===== config.mk =====
export PLATFORM = sky130hd
export DESIGN_NAME = bech32_key_string_encoder_top
export DESIGN_NICKNAME = d
export VERILOG_FILES = /design/src/rtl/b32kse_pkg.sv /design/src/rtl/bech32_key_string_encoder_top.sv
export SDC_FILE = /design/constraint.sdc
export NUM_CORES = 1
export LEC_CHECK = 0
export BUFFER_PORTS_ARGS = -buffer_cell sky130_fd_sc_hd__buf_2
export CORE_ASPECT_RATIO = 1.75
export CORE_UTILIZATION = 50
export DETAILED_ROUTE_END_ITERATION = 8
export GPL_TIMING_DRIVEN = 0
export PLACE_DENSITY = 0.81
export SLEW_MARGIN = 20
export SYNTH_ARGS = -nofsm -noshare
export SYNTH_HDL_FRONTEND = slang
export SYNTH_SLANG_ARGS = --single-unit
export TNS_END_PERCENT = 50

===== constraint.sdc =====
create_clock -name clk -period 3.5 [get_ports clk]
set_input_delay 0.525 -clock clk [delete_from_list [all_inputs] [get_ports clk]]
set_output_delay 0.525 -clock clk [all_outputs]
set_load 0.005 [all_outputs]

===== src/rtl/b32kse_pkg.sv =====
package b32kse_pkg;

	// Sequencer phases of the string encoder
	typedef enum logic [2:0] {
		PH_IDLE,
		PH_PREFIX,
		PH_SYM,
		PH_PAD,
		PH_ZERO,
		PH_CHK
	} phase_t;

	localparam int LEAD_LEN = 16;
	localparam int CHK_SYMS = 6;
	localparam int HRP_LEN  = 15;

	localparam logic [29:0] GEN_POLY [5] = '{
		30'h3b6a57b2, 30'h26508e6d, 30'h1ea119fa, 30'h3d4233dd, 30'h2a1462b3
	};

	// Upper-case leading text, the human-readable part plus separator
	localparam logic [6:0] LEAD_TEXT [LEAD_LEN] = '{
		7'h41, 7'h47, 7'h45, 7'h2d, 7'h53, 7'h45, 7'h43, 7'h52,
		7'h45, 7'h54, 7'h2d, 7'h4b, 7'h45, 7'h59, 7'h2d, 7'h31
	};

	localparam logic [255:0] SYM_UPPER = "QPZRY9X8GF2TVDW0S3JN54KHCE6MUA7L";

	// One polymod step: shift in a 5-bit value, fold the top five bits back in
	function automatic logic [29:0] poly_step(logic [29:0] c, logic [4:0] v);
		logic [4:0]  top;
		logic [29:0] r;
		top = c[29:25];
		r   = {c[24:0], v};
		for (int i = 0; i < 5; i++) begin
			if (top[i]) begin
				r = r ^ GEN_POLY[i];
			end
		end
		return r;
	endfunction

	function automatic logic [6:0] sym_char(logic [4:0] s);
		logic [7:0] ch;
		ch = SYM_UPPER[8 * (31 - int'(s)) +: 8];
		return ch[6:0];
	endfunction

	function automatic logic [6:0] to_lower(logic [6:0] ch);
		return (ch >= 7'h41 && ch <= 7'h5a) ? (ch | 7'h20) : ch;
	endfunction

	// Checksum state after the expanded lower-case human-readable part
	function automatic logic [29:0] prefix_state();
		logic [29:0] c;
		logic [6:0]  lc;
		c = 30'd1;
		for (int i = 0; i < HRP_LEN; i++) begin
			lc = to_lower(LEAD_TEXT[i]);
			c  = poly_step(c, {3'b000, lc[6:5]});
		end
		c = poly_step(c, 5'd0);
		for (int i = 0; i < HRP_LEN; i++) begin
			lc = to_lower(LEAD_TEXT[i]);
			c  = poly_step(c, lc[4:0]);
		end
		return c;
	endfunction

	localparam logic [29:0] PREFIX_STATE = prefix_state();

endpackage


===== src/rtl/bech32_key_string_encoder_top.sv =====
// An accepted key byte waits in the input register until the idle sequencer takes it and loads
//   its first character into the output register. One character can leave per cycle while
//   char_ready is high, except in the polymod zero steps. A byte gives one or two 5-bit symbols;
//   a key's first byte adds 16 leading characters, its last a pad symbol if bits are left over,
//   six polymod zero steps and six checksum characters, all through one shared polymod step.
// Reset (arst_n low): empty input and output registers, checksum_xor = 1, ready for a new key.
module bech32_key_string_encoder_top #(
	parameter int KEY_LEN = 32
) (
	input  logic        clk,
	input  logic        arst_n,
	input  logic        checksum_xor_wr_en,
	input  logic [29:0] checksum_xor,
	input  logic        key_valid,
	output logic        key_ready,
	input  logic [7:0]  key_byte,
	output logic        char_valid,
	input  logic        char_ready,
	output logic [6:0]  char_code,
	output logic        last_char
);

	localparam int SeenW = (KEY_LEN > 1) ? $clog2(KEY_LEN) : 1;
	localparam logic [SeenW-1:0] LastSeen = SeenW'(KEY_LEN - 1);
	localparam logic [3:0] LastLead = 4'(b32kse_pkg::LEAD_LEN - 1);
	localparam logic [3:0] LastChk  = 4'(b32kse_pkg::CHK_SYMS - 1);

	// Control state
	b32kse_pkg::phase_t phase_q, phase_d;
	logic [3:0]       cnt_q, cnt_d;
	logic [SeenW-1:0] bytes_seen_q, bytes_seen_d;
	logic [3:0]       nbits_q, nbits_d;
	logic [29:0]      chk_q, chk_d;
	logic [29:0]      checksum_xor_q;
	logic             hold_valid_q;
	logic             out_valid_q, out_valid_d;

	// Payload registers
	logic [7:0]  hold_byte_q;
	logic [11:0] bit_buf_q, bit_buf_d;
	logic [6:0]  char_code_q, char_code_d;
	logic        last_char_q, last_char_d;

	// Datapath
	logic        adv, consume, emit;
	logic        first_byte, last_byte, sym_done;
	logic [11:0] ld_buf, src_buf, sym_shift;
	logic [3:0]  ld_nbits, src_nbits, nbits_after;
	logic [4:0]  data_sym, pad_sym, step_sym;
	logic [16:0] pad_ext;
	logic [29:0] chk_stepped;
	b32kse_pkg::phase_t after_sym_phase;

	// The output register may be loaded when empty or being drained this cycle
	assign adv     = !out_valid_q || char_ready;
	assign consume = (phase_q == b32kse_pkg::PH_IDLE) && hold_valid_q && adv;
	assign emit    = adv && (phase_q != b32kse_pkg::PH_ZERO)
	                 && ((phase_q != b32kse_pkg::PH_IDLE) || hold_valid_q);

	// Input register: take a new transaction when empty or when the held byte leaves this cycle
	assign key_ready = !hold_valid_q || consume;

	assign first_byte = (bytes_seen_q == '0);
	assign last_byte  = (bytes_seen_q >= LastSeen);

	// Regroup: append the held byte below the leftover bits, then peel 5-bit symbols off the top
	assign ld_buf      = {bit_buf_q[3:0], hold_byte_q};
	assign ld_nbits    = nbits_q + 4'd8;
	assign src_buf     = (phase_q == b32kse_pkg::PH_IDLE) ? ld_buf : bit_buf_q;
	assign src_nbits   = (phase_q == b32kse_pkg::PH_IDLE) ? ld_nbits : nbits_q;
	assign nbits_after = src_nbits - 4'd5;
	assign sym_shift   = src_buf >> nbits_after;
	assign data_sym    = sym_shift[4:0];

	// Zero-padded final symbol from the leftover bits
	assign pad_ext = 17'(bit_buf_q) << (4'd5 - nbits_q);
	assign pad_sym = pad_ext[4:0];

	// One shared polymod step per cycle
	always_comb begin
		case (phase_q)
			b32kse_pkg::PH_PAD:  step_sym = pad_sym;
			b32kse_pkg::PH_ZERO: step_sym = 5'd0;
			default:             step_sym = data_sym;
		endcase
	end
	assign chk_stepped = b32kse_pkg::poly_step(chk_q, step_sym);

	// Where to go once a data symbol has left
	always_comb begin
		if (nbits_after >= 4'd5) begin
			after_sym_phase = b32kse_pkg::PH_SYM;
		end else if (!last_byte || first_byte) begin
			// a one-byte key drops its pad and checksum, so it ends here too
			after_sym_phase = b32kse_pkg::PH_IDLE;
		end else if (nbits_after != 4'd0) begin
			after_sym_phase = b32kse_pkg::PH_PAD;
		end else begin
			after_sym_phase = b32kse_pkg::PH_ZERO;
		end
	end

	// Next phase
	always_comb begin
		phase_d = phase_q;
		unique case (phase_q)
			b32kse_pkg::PH_IDLE: begin
				if (consume) begin
					phase_d = first_byte ? b32kse_pkg::PH_PREFIX : after_sym_phase;
				end
			end
			b32kse_pkg::PH_PREFIX: begin
				if (adv && cnt_q == LastLead) begin
					phase_d = b32kse_pkg::PH_SYM;
				end
			end
			b32kse_pkg::PH_SYM: begin
				if (adv) begin
					phase_d = after_sym_phase;
				end
			end
			b32kse_pkg::PH_PAD: begin
				if (adv) begin
					phase_d = b32kse_pkg::PH_ZERO;
				end
			end
			b32kse_pkg::PH_ZERO: begin
				if (cnt_q == LastChk) begin
					phase_d = b32kse_pkg::PH_CHK;
				end
			end
			b32kse_pkg::PH_CHK: begin
				if (adv && cnt_q == LastChk) begin
					phase_d = b32kse_pkg::PH_IDLE;
				end
			end
			default: phase_d = b32kse_pkg::PH_IDLE;
		endcase
	end

	// Datapath and output character
	always_comb begin
		cnt_d        = cnt_q;
		bytes_seen_d = bytes_seen_q;
		nbits_d      = nbits_q;
		chk_d        = chk_q;
		bit_buf_d    = bit_buf_q;
		char_code_d  = char_code_q;
		last_char_d  = last_char_q;
		sym_done     = 1'b0;
		unique case (phase_q)
			b32kse_pkg::PH_IDLE: begin
				if (consume) begin
					bit_buf_d   = ld_buf;
					last_char_d = 1'b0;
					if (first_byte) begin
						char_code_d = b32kse_pkg::LEAD_TEXT[0];
						nbits_d     = ld_nbits;
						cnt_d       = 4'd1;
					end else begin
						char_code_d = b32kse_pkg::sym_char(data_sym);
						chk_d       = chk_stepped;
						nbits_d     = nbits_after;
						sym_done    = 1'b1;
					end
				end
			end
			b32kse_pkg::PH_PREFIX: begin
				if (adv) begin
					char_code_d = b32kse_pkg::LEAD_TEXT[cnt_q];
					last_char_d = 1'b0;
					cnt_d       = cnt_q + 4'd1;
				end
			end
			b32kse_pkg::PH_SYM: begin
				if (adv) begin
					char_code_d = b32kse_pkg::sym_char(data_sym);
					last_char_d = 1'b0;
					chk_d       = chk_stepped;
					nbits_d     = nbits_after;
					sym_done    = 1'b1;
				end
			end
			b32kse_pkg::PH_PAD: begin
				if (adv) begin
					char_code_d = b32kse_pkg::sym_char(pad_sym);
					last_char_d = 1'b0;
					chk_d       = chk_stepped;
					nbits_d     = 4'd0;
					cnt_d       = 4'd0;
				end
			end
			b32kse_pkg::PH_ZERO: begin
				// six zero steps, then fold in the configured constant
				cnt_d = cnt_q + 4'd1;
				chk_d = chk_stepped;
				if (cnt_q == LastChk) begin
					chk_d = chk_stepped ^ checksum_xor_q;
					cnt_d = 4'd0;
				end
			end
			b32kse_pkg::PH_CHK: begin
				if (adv) begin
					char_code_d = b32kse_pkg::sym_char(chk_q[29:25]);
					last_char_d = (cnt_q == LastChk);
					chk_d       = {chk_q[24:0], 5'd0};
					cnt_d       = cnt_q + 4'd1;
					if (cnt_q == LastChk) begin
						cnt_d        = 4'd0;
						bytes_seen_d = '0;
						nbits_d      = 4'd0;
						chk_d        = b32kse_pkg::PREFIX_STATE;
					end
				end
			end
			default: ;
		endcase

		// Byte fully drained: advance the count, or end a one-byte key right away
		if (sym_done && nbits_after < 4'd5) begin
			if (!last_byte) begin
				bytes_seen_d = SeenW'(bytes_seen_q + 1'b1);
			end else if (first_byte) begin
				bytes_seen_d = '0;
				nbits_d      = 4'd0;
				chk_d        = b32kse_pkg::PREFIX_STATE;
			end
		end
	end

	always_comb begin
		if (emit) begin
			out_valid_d = 1'b1;
		end else if (char_ready) begin
			out_valid_d = 1'b0;
		end else begin
			out_valid_d = out_valid_q;
		end
	end

	always_ff @(posedge clk or negedge arst_n) begin
		if (!arst_n) begin
			phase_q        <= b32kse_pkg::PH_IDLE;
			cnt_q          <= 4'd0;
			bytes_seen_q   <= '0;
			nbits_q        <= 4'd0;
			chk_q          <= b32kse_pkg::PREFIX_STATE;
			checksum_xor_q <= 30'd1;
			hold_valid_q   <= 1'b0;
			out_valid_q    <= 1'b0;
		end else begin
			phase_q      <= phase_d;
			cnt_q        <= cnt_d;
			bytes_seen_q <= bytes_seen_d;
			nbits_q      <= nbits_d;
			chk_q        <= chk_d;
			out_valid_q  <= out_valid_d;
			if (checksum_xor_wr_en) begin
				checksum_xor_q <= checksum_xor;
			end
			if (key_valid && key_ready) begin
				hold_valid_q <= 1'b1;
			end else if (consume) begin
				hold_valid_q <= 1'b0;
			end
		end
	end

	always_ff @(posedge clk) begin
		if (key_valid && key_ready) begin
			hold_byte_q <= key_byte;
		end
		bit_buf_q   <= bit_buf_d;
		char_code_q <= char_code_d;
		last_char_q <= last_char_d;
	end

	assign char_valid = out_valid_q;
	assign char_code  = char_code_q;
	assign last_char  = last_char_q;

	// Between bytes fewer than five bits may be left over
	assert property (@(posedge clk) disable iff (!arst_n)
		(phase_q == b32kse_pkg::PH_IDLE) |-> (nbits_q < 4'd5))
		else $error("leftover bit count too large while waiting for a byte");

	// A held byte that is not consumed stays put
	assert property (@(posedge clk) disable iff (!arst_n)
		(hold_valid_q && !consume) |=> (hold_valid_q && $stable(hold_byte_q)))
		else $error("held key byte lost before use");

	// The final checksum character returns the encoder to a clean start
	assert property (@(posedge clk) disable iff (!arst_n)
		(emit && phase_q == b32kse_pkg::PH_CHK && cnt_q == LastChk) |=>
		(phase_q == b32kse_pkg::PH_IDLE && bytes_seen_q == '0 && nbits_q == 4'd0
		 && chk_q == b32kse_pkg::PREFIX_STATE && last_char_q))
		else $error("string end did not clear encoder state");

	// Checksum counting stays within six steps
	assert property (@(posedge clk) disable iff (!arst_n)
		(phase_q == b32kse_pkg::PH_ZERO || phase_q == b32kse_pkg::PH_CHK) |-> (cnt_q <= LastChk))
		else $error("checksum step count out of range");

endmodule


==> metrics.md <==
| Metric | Value |
|---|---|
| Area enclosed by the die boundary | 16400 um2 |
| Starting density of the core | 51.3% |
| Diodes inserted | 0 |
| Number of enable flip-flop cells after synthesis | 28 |
| Most instantiated cells after synthesis | 120 x sky130_fd_sc_hd__nand2_1, 105 x sky130_fd_sc_hd__a21oi_1, 81 x sky130_fd_sc_hd__nor2_1 |
| Clock buffer count from CTS | 9 |
| Maximum number of pins on one net before global-route repair | 45 |
| DRC viols | 0 |
| Sequential-to-total area share from yosys stat | 35.4% |
| Share of cells above drive strength 1 | 18.0% |
| Total via count after detailed routing | 7956 |
| Run status | complete, no violations |
| Setup tns final | 0 ns |
| Syn-to-layout area delta | 13.2% |
| Part of the cycle the worst path needs | 98.2% |
| Pins Over Slew Limit | 0 |
| Number of fillers in the final layout | 1370 |
| Die Ht | 169 um |
| Avg Inst Size Synth | 8.51 um2 |
| Wire length after detailed routing | 25200 um |
| Max-Slew Margin vs Limit | 39.5% |
| Die width | 97.2 um |
| Actual transition at the worst max-transition pin | 0.907 ns |
| Post-synthesis instance area | 7930 um2 |
| Weighted congestion reported at the end of routability-driven placement | 0.988 |
| Final Hold Vio Count | 0 |
| Number of clock sinks | 106 |
| Max VDD drop | 0.665 mV |
| Maximum Capacitance Violations | 0 |
| Overall routing resource usage | 31.1% |
| Async set or reset register ratio after synthesis | 73.6% |
| Power density normalized to cell area | 1090 nW/um2 |
| Fraction of synthesized cell area taken by the top area cell type | 19.9% |
| Most frequently used cell type in the post-synthesis netlist | sky130_fd_sc_hd__nand2_1 |
| Clk slew on worst S/H paths | 0.08 ns |
| Port buffer count | 51 |
| Cts-stage hold buffer count | 0 |
| Number of distinct library cells after synthesis | 70 |
| Warning count from the yosys run | 0 |
| Cell depth of the worst flop-to-flop path | 12 |
| Fin nets | 1066 |
| Number of rows in the core area | 60 |
| Via count of the first global-routing pass | 7787 |
| Routed wirelength normalized by instance count | 21.1 um |
| Post-Synthesis Cells | 932 |
| Antenna violations before repair | 0 |
| Critical path required time | 3.73 ns |
| First-pass iteration count of the detailed router | 7 |
| Number of ports placed on the die boundary | 53 |
| Total setup violations reported at the end of the flow | 0 |
| Most frequently used flop master after synthesis | sky130_fd_sc_hd__dfrtp_1 |
| Library cell with the largest summed area after synthesis | sky130_fd_sc_hd__dfrtp_1 |
| Leakage power total | 3.54 nW |
| Drt first-iter violations | 907 |
| Number of nets produced by synthesis | 994 |
| Post-DP HPWL | 18500 um |
| Launch point of the worst reg-to-reg path | phase_q[0] |
| Synth area leaders | sky130_fd_sc_hd__dfrtp_1 20%, sky130_fd_sc_hd__edfxtp_1 11%, sky130_fd_sc_hd__a21oi_1 6.6%, sky130_fd_sc_hd__nand2_1 5.7%, sky130_fd_sc_hd__dfstp_2 5.0% |
| Clock tree buffer depth | 2 |
| Final design instance area without fill | 8980 um2 |
| Critical path class | reg2reg |
| Max Clk Rate | 291 MHz |
| Maximum fanout along the worst path | 10 |
| CTS tree | done |
| Endpoint type of the worst setup path | flip-flop |
| Routed Antenna Nets | 0 |
| Hold Crit Class | in2async |
| CP Data Arrival Time | 3.67 ns |
| Overflow left after global routing | 0 |
| Post-layout total power | 9.77 mW |
| R2R setup slack | 0.06 ns |
| Clock latency on the worst-skew pair | 0.36 ns |
| Root buffer cell | sky130_fd_sc_hd__clkbuf_16 |
| Fraction of the core area covered by cells at the end of the flow | 58.1% |
| Worst slack at placement | -0.798 ns |
| Wire length of the first global-routing pass | 40100 um |
| Placeable core region | 15500 um2 |
| Number of H-tree branching levels | 3 |
| Via density | 6.66 |
| Setup skew after layout | 0.0107 ns |
| Post-place instance area | 8450 um2 |
| Final Worst Setup Slack | 0.0627 ns |
| Number of synthesized register bits | 106 |
| End of the worst register-to-register path | char_code[0] |
| Tmin final | 3.44 ns |
| Category of the worst setup path launch point | flip-flop |
## cell families after synthesis
group | share of synthesized area (%)
AOI/OAI and AO/OA | 23.0
xor gates and xnor gates | 7.18
adders and majority gates | 3.00
buffers and inverters | 4.31
DFF | 35.4
muxes | 10.0
and+or+nand+nor | 17.1
## power by group
group,switching [mW],internal (mW),leakage (nW),total [mW]
clock,0.508,0.512,0.141,1.02
sequential,0.364,1.74,1.17,2.10
combinational,4.05,2.59,2.23,6.64
total,4.93,4.84,3.54,9.77
## metrics by stage
stage          std cells  hold WS, ns
6_report            1195        0.179
5_1_grt             1195        0.224
4_1_cts             1193        0.197
3_5_place_dp        1170        0.454
3_3_place_gp        1169        0.450
2_1_floorplan        932        0.229
## how the worst max path moves through the flow
stage | start | endpoint | slack, ns
floorplan | nbits_q[1] | char_code[2] | 0.15
global placement | nbits_q[1] | char_code[2] | -0.77
detailed placement | nbits_q[1] | char_code[2] | -0.80
CTS | nbits_q[1] | char_code[0] | 0.03
finish | phase_q[0] | char_code[0] | 0.06
global route | nbits_q[1] | char_code[0] | -0.02
## layout by cell type (no fill, tap or decap), types with 4 or more instances in the layout
master | netlist | final
sky130_fd_sc_hd__edfxtp_1 | 28 | 28
sky130_fd_sc_hd__and3_1 | 9 | 8
sky130_fd_sc_hd__nor2b_1 | 6 | 6
sky130_fd_sc_hd__xnor2_1 | 38 | 34
sky130_fd_sc_hd__a222oi_1 | 5 | 5
sky130_fd_sc_hd__o21ai_1 | 7 | 7
sky130_fd_sc_hd__mux4_2 | 13 | 13
sky130_fd_sc_hd__or2_2 | 4 | 4
sky130_fd_sc_hd__o221ai_1 | 4 | 4
sky130_fd_sc_hd__a211oi_1 | 14 | 13
sky130_fd_sc_hd__ha_1 | 19 | 19
sky130_fd_sc_hd__nand3_1 | 25 | 25
sky130_fd_sc_hd__and2_1 | 7 | 7
sky130_fd_sc_hd__o21ai_0 | 73 | 73
sky130_fd_sc_hd__inv_1 | 20 | 19
sky130_fd_sc_hd__dfrtp_1 | 63 | 62
sky130_fd_sc_hd__a21oi_1 | 105 | 104
sky130_fd_sc_hd__dfstp_2 | 15 | 15
sky130_fd_sc_hd__xor2_1 | 27 | 26
sky130_fd_sc_hd__a22oi_1 | 6 | 6
sky130_fd_sc_hd__mux2_2 | 32 | 32
sky130_fd_sc_hd__a31oi_1 | 11 | 11
sky130_fd_sc_hd__nand2b_1 | 7 | 7
sky130_fd_sc_hd__o211ai_1 | 15 | 15
sky130_fd_sc_hd__a22o_1 | 4 | 4
sky130_fd_sc_hd__o22ai_1 | 17 | 17
sky130_fd_sc_hd__nor3_1 | 19 | 19
sky130_fd_sc_hd__nor2_1 | 81 | 80
sky130_fd_sc_hd__clkbuf_16 | 0 | 9
sky130_fd_sc_hd__nand2_1 | 120 | 119
sky130_fd_sc_hd__clkbuf_1 | 52 | 47
sky130_fd_sc_hd__or3_1 | 9 | 9
sky130_fd_sc_hd__buf_4 | 1 | 11
sky130_fd_sc_hd__buf_2 | 6 | 55
sky130_fd_sc_hd__mux2i_1 | 14 | 13
## timing repair
| action | 4_1_cts | 5_1_grt |
|---|---|---|
| setup buffers | 7 | 2 |
| endpoints found under the setup margin | 40 | 34 |
| resized for setup | 15 | 25 |
| pin swaps | 3 | 7 |
| gates cloned | 0 | 0 |
## layout make-up
cell class	count	area [um2]	area share, %
multi-input combinational	742	4940	55.0
clock buffer	10	239	2.66
tap	186	233	2.59
buffer	63	279	3.11
sequential	106	2810	31.3
clock inverter	6	50.0	0.557
inverter	21	78.8	0.878
timing repair buffer	61	349	3.89
## registers in the layout, summed over array words and instances (netlist names)
signal and cells:
checksum_xor_q 30, bytes_seen_q 5, phase_q 3, chk_q 30
nbits_q 4, bit_buf_q 12, hold_byte_q 8, hold_valid_q 1
last_char 1, cnt_q 4, char_code 7, char_valid 1
## metal layers
metal | up-vias | global-route usage, % | wire length [um]
li1 | 3550 | - | -
met1 | 3719 | 32.2 | 8330
met2 | 503 | 54.8 | 12700
met3 | 184 | 4.95 | 1870
met4 | 0 | 26.1 | 2310
met5 | - | 0 | 0
## critical path, cell delays in order, from the launching register on
cell                        delay (ns)
sky130_fd_sc_hd__dfrtp_1          0.38
sky130_fd_sc_hd__buf_2            0.19
sky130_fd_sc_hd__nor3_4           0.21
sky130_fd_sc_hd__buf_4            0.21
sky130_fd_sc_hd__mux4_2           0.53
sky130_fd_sc_hd__and2_1           0.20
sky130_fd_sc_hd__a2111oi_4        0.42
sky130_fd_sc_hd__a41oi_4          0.08
sky130_fd_sc_hd__buf_4            0.19
sky130_fd_sc_hd__nor2_1           0.09
sky130_fd_sc_hd__o21ai_1          0.07
sky130_fd_sc_hd__a222oi_1         0.51
sky130_fd_sc_hd__o32a_1           0.23
Power figures use the tool's default switching activity.
